<file path="src/rfd_pkg.sv">
package rfd_pkg;

	// number of 16-bit channels carried by a channel frame
	localparam int CHANNELS = 10;
	localparam int CH_IDX_W = (CHANNELS > 1) ? $clog2(CHANNELS) : 1;

	// depth of the command queue between front and back
	localparam int QDEPTH = 2;
	localparam int QPTR_W = (QDEPTH > 1) ? $clog2(QDEPTH) : 1;
	localparam int QCNT_W = $clog2(QDEPTH + 1);

	// framing constants
	localparam logic [7:0] HEADER_BYTE = 8'hA0;
	localparam logic [7:0] ID_CHANNELS = 8'h01;
	localparam logic [7:0] ID_SETTINGS = 8'h0F;
	localparam logic [7:0] POS_LEN     = 8'd1;
	localparam logic [7:0] POS_ID      = 8'd2;
	localparam logic [7:0] POS_CH0     = 8'd3;
	localparam logic [7:0] MIN_LEN     = 8'd3;
	localparam logic [7:0] POS_CH_END  = 8'(3 + 2 * CHANNELS);

	// status codes
	localparam logic [1:0] ST_OK  = 2'd0;
	localparam logic [1:0] ST_SUM = 2'd1;
	localparam logic [1:0] ST_HDR = 2'd2;

	typedef logic [CHANNELS-1:0][15:0] rfd_chans_t;

	typedef struct packed {
		logic [7:0] rx_byte;
		logic       frame_start;
	} rfd_in_t;

	typedef struct packed {
		logic [1:0]  status;
		logic [7:0]  frame_id;
		logic        channel_valid;
		logic [3:0]  channel_index;
		logic [15:0] channel_value;
		logic        send_ack;
		logic        last;
	} rfd_out_t;

	// one finished frame, as handed from front to back
	typedef struct packed {
		logic [1:0] status;
		logic [7:0] frame_id;
		logic       is_chan;
		logic       send_ack;
		rfd_chans_t chans;
	} rfd_cmd_t;

	// queue state seen by the two sides
	typedef struct packed {
		logic full;
		logic empty;
	} rfd_qstat_t;

endpackage

</file>
<file path="src/rfd_front.sv">
module rfd_front (
	input  logic             clk,
	input  logic             arst_n,
	input  logic             rx_valid,
	output logic             rx_ready,
	input  rfd_pkg::rfd_in_t rx_data,
	input  rfd_pkg::rfd_qstat_t qstat,
	output logic             push,
	output rfd_pkg::rfd_cmd_t push_cmd
);
	import rfd_pkg::*;

	logic       in_frame_q;
	logic [7:0] pos_q;
	logic [7:0] len_q;
	logic [7:0] sum_q;
	logic       hdr_q;
	logic [7:0] id_q;
	rfd_chans_t stg_q;
	rfd_chans_t store_q;

	logic       accept;
	logic       start;
	logic       active;
	logic [7:0] b;
	logic [7:0] p;
	logic [7:0] off;
	logic [7:0] sum_c;
	logic [7:0] len_c;
	logic       hdr_c;
	logic [7:0] id_c;
	rfd_chans_t stg_c;
	logic       hdr_n;
	logic [7:0] len_n;
	logic [7:0] id_n;
	rfd_chans_t stg_n;
	logic       in_area;
	logic       fin;
	logic [1:0] st;
	logic       good_chan;

	assign rx_ready = !qstat.full;
	assign accept   = rx_valid && rx_ready;

	always_comb begin
		start  = rx_data.frame_start;
		b      = rx_data.rx_byte;
		active = start || in_frame_q;
		p      = start ? 8'd0 : pos_q;
		sum_c  = start ? 8'd0 : sum_q;
		len_c  = start ? 8'd0 : len_q;
		hdr_c  = start ? 1'b0 : hdr_q;
		id_c   = start ? 8'd0 : id_q;
		stg_c  = start ? store_q : stg_q;

		hdr_n = (p == 8'd0) ? (b == HEADER_BYTE) : hdr_c;
		len_n = (p == POS_LEN) ? b : len_c;
		id_n  = (p == POS_ID) ? b : id_c;

		// channel area: even offset is the high byte, odd the low byte
		off     = p - POS_CH0;
		in_area = (p >= POS_CH0) && (p < POS_CH_END);
		stg_n   = stg_c;
		for (int i = 0; i < CHANNELS; i++) begin
			if (in_area && (off[7:1] == 7'(i))) begin
				if (!off[0]) begin
					stg_n[i][15:8] = b;
				end else begin
					stg_n[i][7:0] = b;
				end
			end
		end

		// short length closes the frame on the id byte
		if (p < POS_ID) begin
			fin = 1'b0;
		end else if (len_n < MIN_LEN) begin
			fin = (p == POS_ID);
		end else begin
			fin = (p == (len_n - 8'd1));
		end

		if (!hdr_n) begin
			st = ST_HDR;
		end else if ((len_n < MIN_LEN) || (sum_c != b)) begin
			st = ST_SUM;
		end else begin
			st = ST_OK;
		end

		good_chan = (st == ST_OK) && (id_n == ID_CHANNELS);

		push_cmd.status   = st;
		push_cmd.frame_id = id_n;
		push_cmd.is_chan  = good_chan;
		push_cmd.send_ack = (st == ST_OK) && (id_n == ID_SETTINGS);
		push_cmd.chans    = stg_n;

		push = accept && active && fin;
	end

	always_ff @(posedge clk or negedge arst_n) begin
		if (!arst_n) begin
			in_frame_q <= 1'b0;
			pos_q      <= '0;
			len_q      <= '0;
			sum_q      <= '0;
			hdr_q      <= 1'b0;
			id_q       <= '0;
			stg_q      <= '0;
			store_q    <= '0;
		end else if (accept && active) begin
			in_frame_q <= !fin;
			pos_q      <= p + 8'd1;
			sum_q      <= sum_c + b;
			len_q      <= len_n;
			hdr_q      <= hdr_n;
			id_q       <= id_n;
			stg_q      <= stg_n;
			if (fin && good_chan) begin
				store_q <= stg_n;
			end
		end
	end

endmodule

</file>
<file path="src/rfd_queue.sv">
module rfd_queue (
	input  logic                clk,
	input  logic                arst_n,
	input  logic                push,
	input  rfd_pkg::rfd_cmd_t   push_cmd,
	input  logic                pop,
	output rfd_pkg::rfd_cmd_t   pop_cmd,
	output rfd_pkg::rfd_qstat_t qstat
);
	import rfd_pkg::*;

	rfd_cmd_t           ent_q [QDEPTH];
	logic [QPTR_W-1:0]  wr_ptr_q;
	logic [QPTR_W-1:0]  rd_ptr_q;
	logic [QCNT_W-1:0]  cnt_q;

	logic do_push;
	logic do_pop;

	assign qstat.full  = (cnt_q == QCNT_W'(QDEPTH));
	assign qstat.empty = (cnt_q == '0);
	assign do_push     = push && !qstat.full;
	assign do_pop      = pop && !qstat.empty;
	assign pop_cmd     = ent_q[rd_ptr_q];

	function automatic logic [QPTR_W-1:0] ptr_inc(input logic [QPTR_W-1:0] ptr);
		logic [QPTR_W-1:0] nxt;
		if (ptr == QPTR_W'(QDEPTH - 1)) begin
			nxt = '0;
		end else begin
			nxt = ptr + 1'b1;
		end
		return nxt;
	endfunction

	always_ff @(posedge clk) begin
		if (do_push) begin
			ent_q[wr_ptr_q] <= push_cmd;
		end
	end

	always_ff @(posedge clk or negedge arst_n) begin
		if (!arst_n) begin
			wr_ptr_q <= '0;
			rd_ptr_q <= '0;
			cnt_q    <= '0;
		end else begin
			if (do_push) begin
				wr_ptr_q <= ptr_inc(wr_ptr_q);
			end
			if (do_pop) begin
				rd_ptr_q <= ptr_inc(rd_ptr_q);
			end
			if (do_push && !do_pop) begin
				cnt_q <= cnt_q + 1'b1;
			end else if (do_pop && !do_push) begin
				cnt_q <= cnt_q - 1'b1;
			end
		end
	end

endmodule

</file>
<file path="src/rfd_back.sv">
module rfd_back (
	input  logic                clk,
	input  logic                arst_n,
	input  rfd_pkg::rfd_qstat_t qstat,
	input  rfd_pkg::rfd_cmd_t   pop_cmd,
	output logic                pop,
	output logic                res_valid,
	input  logic                res_ready,
	output rfd_pkg::rfd_out_t   res_data
);
	import rfd_pkg::*;

	rfd_cmd_t            cur_q;
	logic                busy_q;
	logic [CH_IDX_W-1:0] idx_q;

	logic is_last;
	logic done;

	assign is_last   = !cur_q.is_chan || (idx_q == CH_IDX_W'(CHANNELS - 1));
	assign res_valid = busy_q;
	assign done      = res_valid && res_ready && is_last;
	assign pop       = !qstat.empty && (!busy_q || done);

	always_comb begin
		res_data.status        = cur_q.status;
		res_data.frame_id      = cur_q.frame_id;
		res_data.channel_valid = cur_q.is_chan;
		res_data.channel_index = cur_q.is_chan ? 4'(idx_q) : 4'd0;
		res_data.channel_value = cur_q.is_chan ? cur_q.chans[idx_q] : 16'd0;
		res_data.send_ack      = cur_q.send_ack;
		res_data.last          = is_last;
	end

	always_ff @(posedge clk) begin
		if (pop) begin
			cur_q <= pop_cmd;
		end
	end

	always_ff @(posedge clk or negedge arst_n) begin
		if (!arst_n) begin
			busy_q <= 1'b0;
			idx_q  <= '0;
		end else if (pop) begin
			busy_q <= 1'b1;
			idx_q  <= '0;
		end else if (res_valid && res_ready) begin
			if (is_last) begin
				busy_q <= 1'b0;
			end else begin
				idx_q <= idx_q + 1'b1;
			end
		end
	end

endmodule

</file>
<file path="src/remote_frame_deframer.sv">
// Channel  Direction  Handshake              Payload
// rx       in         rx_valid / rx_ready    rx_data  (rfd_in_t: rx_byte, frame_start)
// res      out        res_valid / res_ready  res_data (rfd_out_t: status .. last)
//
// Each request (one link byte) is taken by the byte parser; the parser
// never waits on a frame's results unless the two-entry frame queue is full.
// A frame end gives one result, or CHANNELS results (one per cycle barring stalls) for a
// good channel frame, sent from the back end's output register as the queue drains.
// Reset clears all framing state and the channel store to zero.
// A stall on res holds the current result; rx_ready drops only when the queue fills.
module remote_frame_deframer (
	input  logic              clk,
	input  logic              arst_n,
	input  logic              rx_valid,
	output logic              rx_ready,
	input  rfd_pkg::rfd_in_t  rx_data,
	output logic              res_valid,
	input  logic              res_ready,
	output rfd_pkg::rfd_out_t res_data
);
	import rfd_pkg::*;

	// front to queue
	logic       push;
	rfd_cmd_t   push_cmd;
	// queue to back
	logic       pop;
	rfd_cmd_t   pop_cmd;
	rfd_qstat_t qstat;

	// Front: tracks byte position, header, length, id and running sum, builds the
	// staged channel set, and at the closing byte pushes one frame command.
	rfd_front u_front (
		.clk      (clk),
		.arst_n   (arst_n),
		.rx_valid (rx_valid),
		.rx_ready (rx_ready),
		.rx_data  (rx_data),
		.qstat    (qstat),
		.push     (push),
		.push_cmd (push_cmd)
	);

	// Frame commands carry a snapshot of the channels, so a later frame cannot
	// disturb a burst still being sent.
	rfd_queue u_queue (
		.clk      (clk),
		.arst_n   (arst_n),
		.push     (push),
		.push_cmd (push_cmd),
		.pop      (pop),
		.pop_cmd  (pop_cmd),
		.qstat    (qstat)
	);

	// Back: turns one command into its run of results.
	rfd_back u_back (
		.clk       (clk),
		.arst_n    (arst_n),
		.qstat     (qstat),
		.pop_cmd   (pop_cmd),
		.pop       (pop),
		.res_valid (res_valid),
		.res_ready (res_ready),
		.res_data  (res_data)
	);

`ifndef SYNTH
	// a full queue must hold off the byte side
	a_no_overflow: assert property (@(posedge clk) disable iff (!arst_n)
		qstat.full |-> !rx_ready)
		else $error("rx_ready high with queue full");

	// a result that lacks last must be a channel of a burst
	a_mid_is_channel: assert property (@(posedge clk) disable iff (!arst_n)
		(res_valid && !res_data.last) |-> res_data.channel_valid)
		else $error("non-final result without a channel");

	// decoded channels and acknowledges only come from good frames
	a_good_only: assert property (@(posedge clk) disable iff (!arst_n)
		(res_valid && (res_data.channel_valid || res_data.send_ack))
			|-> (res_data.status == ST_OK))
		else $error("channel or ack on a bad frame");

	// channel index steps by one within a burst
	a_index_step: assert property (@(posedge clk) disable iff (!arst_n)
		(res_valid && res_ready && res_data.channel_valid && !res_data.last)
			|=> (res_valid && (res_data.channel_index == $past(res_data.channel_index) + 4'd1)))
		else $error("channel index skipped");
`endif

endmodule
</file>
<file path="config.mk">
export PLATFORM = sky130hd
export DESIGN_NAME = remote_frame_deframer
export DESIGN_NICKNAME = d
export VERILOG_FILES = /design/src/rfd_pkg.sv /design/src/rfd_front.sv /design/src/rfd_queue.sv /design/src/rfd_back.sv /design/src/remote_frame_deframer.sv
export SDC_FILE = /design/constraint.sdc
export NUM_CORES = 1
export LEC_CHECK = 0
export ABC_CLOCK_PERIOD_IN_PS = 14100
export BUFFER_PORTS_ARGS = -buffer_cell sky130_fd_sc_hd__buf_2
export CORE_MARGIN = 2
export CORE_UTILIZATION = 45
export CTS_CLUSTER_SIZE = 40
export DETAILED_ROUTE_END_ITERATION = 10
export PLACE_DENSITY = 0.57
export SKIP_CTS_REPAIR_TIMING = 1
export SLEW_MARGIN = 5
export SYNTH_ARGS = -nofsm -noshare
export SYNTH_HDL_FRONTEND = slang
export SYNTH_SLANG_ARGS = --single-unit
</file>
<file path="constraint.sdc">
create_clock -name clk -period 14.1 [get_ports clk]
set_input_delay 0.705 -clock clk [delete_from_list [all_inputs] [get_ports clk]]
set_output_delay 0.705 -clock clk [all_outputs]
set_load 0.005 [all_outputs]
</file>
# Yosys cells after proc, flatten, opt, wreduce, memory -nomap -nowiden
# Memory sizes are Yosys's and may differ from the RTL's. A register that Yosys moved wholly into a read port is not among the register bits.
# Index checks and enable logic that the tools add are counted.
# word_totals
register_bits	363
ramBits	344
inputBits	13
output_inout_bits	35
word_cells	169
memories	1
# classes
addsub	9
magnitude_cmp	5
n_eq_ne	19
n_mux	59
n_reduce_logical	45
# mem_list
name	words	width	rd	rd_clocked_by_memory_dff	write_ports	line_no	text
u_queue.ent_q	2	172	1	1	1	rfd_queue.sv:12	rfd_cmd_t ent_q [QDEPTH];
# ops
op	count
$mux W8	26
$mux W16	12
$mux W160	1
$bmux W16 S4	1
$eq A7 B3 Y1 const B	4
$logic_and A1 B1 Y1	24
$eq A8 B1 Y1 const B	2
$lt A8 B2 Y1 const B	2
$mux W4	4
$eq A7 B2 Y1 const B	2
$eq A7 B4 Y1 const B	2
$mux W1	12
$add A8 B1 Y8 const B	1
$add A8 B8 Y8	1
$eq A8 B2 Y1 const B	1
$eq A8 B4 Y1 const B	1
$eq A8 B8 Y1	1
$eq A8 B8 Y1 const B	1
$ge A8 B2 Y1 const B	1
$logic_not A8 Y1	1
$lt A8 B5 Y1 const B	1
$ne A8 B8 Y1	1
$sub A8 B1 Y8 const B	1
$sub A8 B2 Y8 const B	1
16 further kinds	33

# Depth between registers and ports, before layout
# depth
ltp_word	13
depth_mapped	21
mapped_depth_nobuf	18

# By module
# A second synthesis with hierarchy kept.
# unflattened
cells_unflattened	3399
area_unflattened_um2	39531.7
# modules_own_cells
mod	instances	cells_each	area_per_inst_um2	seq_area_each_um2
rfd_front	1	2463	19626.3	8858.5
rfd_queue	1	554	12697.2	10430.0
rfd_back	1	382	7208.2	5290.1

# Least setup slack after synthesis
# Ideal clock, no wire load.
# synth_path
path_kind	input port to flip-flop
start	in rx_data[0] (netlist bit)
end	mem u_queue.ent_q[0][0] (netlist bit), enable pin
setup_ns	0.727
t_arrival_ns	11.820
required_ns	13.373
setup_slack_ns	1.553
stages	17
n_path_buf	3
cell_sequence	clkbuf_1 -> inv_1 -> clkbuf_1 -> nand2_1 -> inv_1 -> ha_1 -> nor3b_2 -> a21o_1 -> clkbuf_1 -> a22oi_1 -> ha_1 -> xor2_1 -> or3_1 -> a22oi_1 -> o2111ai_1 -> a21oi_1 -> nor2b_1
# synth_via
elab_chain_len	11
elab_cells_between_ends	17
cone_classes	add/sub (1); order compare (2); eq/ne (3); mux (7); reduce/logical (4)
# synth_lines
element	line_no	text
start, declared	remote_frame_deframer.sv:16	input rfd_pkg::rfd_in_t rx_data,
$mux W8	rfd_front.sv:49	p = start ? 8'd0 : pos_q;
$eq A8 B1 Y1	rfd_front.sv:57	len_n = (p == POS_LEN) ? b : len_c;
$mux W8	rfd_front.sv:57	
$sub A8 B1 Y8	rfd_front.sv:80	fin = (p == (len_n - 8'd1));
$eq A8 B8 Y1	rfd_front.sv:80	
$mux W1	rfd_front.sv:77	end else if (len_n < MIN_LEN) begin
$mux W1	rfd_front.sv:75	if (p < POS_ID) begin
$logic_and A1 B1 Y1 *	rfd_front.sv:99	push = accept && active && fin;
$logic_and A1 B1 Y1 *	rfd_queue.sv:22	assign do_push = push && !qstat.full;
net u_queue.do_push	rfd_queue.sv:17	logic do_push;
$mux W1 *	rfd_queue.sv:37	if (do_push) begin
$mux W1 (not written as such) *	rfd_queue.sv:38	ent_q[wr_ptr_q] <= push_cmd;
end, declared	rfd_queue.sv:12	
# Mark *: on every way through the listed nets, which the timed path passes. The rest lies on a longest branch.

# Final worst setup path
# layout_path
start	in rx_data[0] (netlist bit)
end	mem u_queue.ent_q[1][94] (netlist bit), enable pin
# Same word-level chain as after synthesis.

==> impl_metrics.ini <==
[cells_and_area]
filler_cell_count = 7220
drive_gt1_frac = 0.261
antenna_cells = 0
fin_nets = 2717
area_delta_synth_final_pct = 11.0
stdcell_count = 3911

[routing]
totalWireLength_mm = 92.4
vias = 23000
ant_nets = 0
via_per_inst = 5.88
drt_iter0_markers = 1947
drt-wirelength-per-cell_um = 23.6
drc = 0
drtPass1Iterations = 6

[die]
design.core.area_mm2 = 0.0851
die_x_um = 297
dieArea_mm2 = 0.0884
start_util = 0.455
rows = 107
die_h_um = 297
pin_count = 48

[clocking]
numCtsBuffers = 93
clock_sinks = 879
cts_tree = done
clk_pin_slew_ns = 0.06
cts-root-buf = clkbuf_16
ctsLongestPathBuffers = 3
htreeDepth = 3
worstSkewPairLatency_ns = 0.64

[yosys]
synth-seq-cells = 879
ys.flop_type = edfxtp_1
yosysTopAreaCellShare = 0.400
synth.distinct_cells = 68
ys_seq_area_frac = 0.635
netlist_top_cells_area = edfxtp_1 (40%), dfrtp_1 (23%), mux2_2 (12%)
avgSynthCellArea_um2 = 14.2
synth-edff-count = 516
synth_top_cell_by_area = edfxtp_1
ys_warn_count = 0
synthCells = 2717
synth_nets = 2747
async_flop_share = 0.413
synth_area_mm2 = 0.0387

[critical_path]
cp-start-kind = input pin
arrival_ns = 7.96
critPathLaunch = rx_data[0]
worstSetupEndpointType = register
slowest_delay_ns = 0.94
critPathBufInv = 5
path_cells = buf_6 -> inv_4 -> nand2_1 -> inv_1 -> ha_1 -> nor3b_2 -> a21oi_1 -> a22oi_1 -> ha_1 -> xor2_1 -> or3_1 -> a22oi_1 -> o2111ai_1 -> a21oi_1 -> and2_4 -> buf_4 -> buf_4
critical_path_class = in -> reg
setup.reg_to_reg.worst_slack_ns = 6.70
ff2ff_path_depth = 15
cp_slowest_cell = buf_4
required_ns = 14.34
crit_path_max_fanout = 71
rr_startpoint = u_front.pos_q[0]$_DFFE_PN0P_
path_delay_family = buffers and inverters
r2r-end = u_queue.ent_q[1][94]$_DFFE_PP_

[sta]
slew_viol_final = 0
finalCritPeriodShare = 0.548
fin_setup_tns_ns = 0
worst_pin_slew_ns = 1.25
finalHoldViolCount = 0
fin_skew_ns = 0.0266
finalSetupViolCount = 0
fin_crit_ns = 7.72
layout_setup_ws_ns = 6.38
rsz0062_at_grt = no
max_clock_freq_mhz = 129
max_slew_margin = 0.161

[placed_design]
post-dp-hpwl_mm = 50.6
dp_worst_setup_slack_ns = 5.75
gp_congestion = 0.814
dp.cells = 3736
port_buffers = 47

[grt]
grt_pass1_vias = 24100
antenna_found_initial = 1
grt_overflow = 0
grt_pass1_wl_mm = 145
grt_max_degree = 164
grt_usage = 0.209

[power_and_ir_drop]
power_density_mw_per_mm2 = 175
power_leakage_nw = 16.9
vdd_drop_max_mv = 0.106

[run]
drv_cap = 0

[run_status]
status = finished clean

[min_path]
hold_path.class = in -> async
[worst max path at each step]
stage                                                 end  slack, ns  cells after the start
final                      u_queue.ent_q[1][94]$_DFFE_PP_       6.38                     17
after global routing       u_queue.ent_q[1][92]$_DFFE_PP_       5.84                     17
after global placement     u_queue.ent_q[1][58]$_DFFE_PP_       5.93                     17
after CTS                 u_queue.ent_q[1][110]$_DFFE_PP_       6.37                     17
after floorplan             u_queue.ent_q[0][0]$_DFFE_PP_       1.55                     17
after detailed placement   u_queue.ent_q[1][92]$_DFFE_PP_       5.75                     17
[cell usage in the layout, fill, tap and decap left out, types with 24 or more instances in the layout]
cell type,instances
edfxtp_1,516
mux2_2,426
and2_1,24
mux2_1,86
a22oi_1,152
nor2_1,43
buf_2,45
a22o_1,34
a21oi_1,59
nand3_1,26
mux2i_1,72
o21ai_0,143
o22ai_1,75
nand2_1,188
inv_1,46
dfrtp_1,360
buf_4,36
clkbuf_16,96
mux4_2,32
[flip-flops by register name, summed over array words and instances, names as in the netlist]
name / count
u_queue.ent_q: 344
u_back.cur_q: 160
u_front.stg_q: 160
u_front.store_q: 160
u_back.res_data: 12
u_front.id_q: 8
u_front.len_q: 8
u_front.pos_q: 8
u_front.sum_q: 8
u_back.idx_q: 4
u_queue.cnt_q: 2
u_back.res_valid: 1
u_front.hdr_q: 1
u_front.in_frame_q: 1
u_queue.rd_ptr_q: 1
u_queue.wr_ptr_q: 1
[cells in the mapped netlist (32+ instances only)]
master / n
mux4_2: 32
nand2_1: 188
inv_1: 47
o22ai_1: 75
mux2_2: 426
a21oi_1: 60
mux2_1: 86
clkbuf_1: 155
o21ai_0: 143
edfxtp_1: 516
a22oi_1: 152
dfrtp_1: 363
mux2i_1: 72
nor2_1: 44
a22o_1: 34
[routing by layer]
layer | vias to the layer above | wire, µm | GRT usage
li1 | 10300 | - | -
met1 | 12000 | 43300 | 0.303
met2 | 580 | 43500 | 0.336
met3 | 132 | 4140 | 0.0308
met4 | 0 | 1470 | 0.0462
met5 | - | 0 | 0
[where the power goes]
group          switching [mW]  total (mW)  internal, mW
combinational           0.930        1.65         0.722
clock                    1.01        2.46          1.45
sequential              0.237        3.42          3.18
[cells by family after synthesis]
group           share of synthesized area
mux                                 0.186
compound gates                     0.0965
fa+ha+maj                         0.00569
xor+xnor                          0.00679
buf+inv                            0.0278
simple gates                       0.0422
flops                               0.635
[stage by stage]
| stage | utilization | hold WS [ns] | total power, mW | cell area, µm² |
|---|---|---|---|---|
| 2_1_floorplan | - | 0.409 | 4.61 | 38700 |
| 3_3_place_gp | 0.468 | 0.453 | 5.07 | 39900 |
| 3_5_place_dp | 0.468 | 0.464 | 5.12 | 39900 |
| 4_1_cts | 0.505 | 0.152 | 7.60 | 43000 |
| 5_1_grt | 0.505 | 0.190 | 7.88 | 43000 |
| 6_report | 0.505 | 0.144 | 7.53 | 43000 |
[final cells by class]
type / instances / area, µm² / share of cell area
clock buffer: 127 / 2620 / 0.0609
clock inverter: 48 / 470 / 0.0109
inverter: 48 / 183 / 0.00425
multi-input combinational: 1579 / 13100 / 0.305
sequential: 879 / 24600 / 0.572
tap: 1144 / 1430 / 0.0333
timing repair buffer: 86 / 582 / 0.0135
Note: power is estimated with default switching activity, not from simulation.
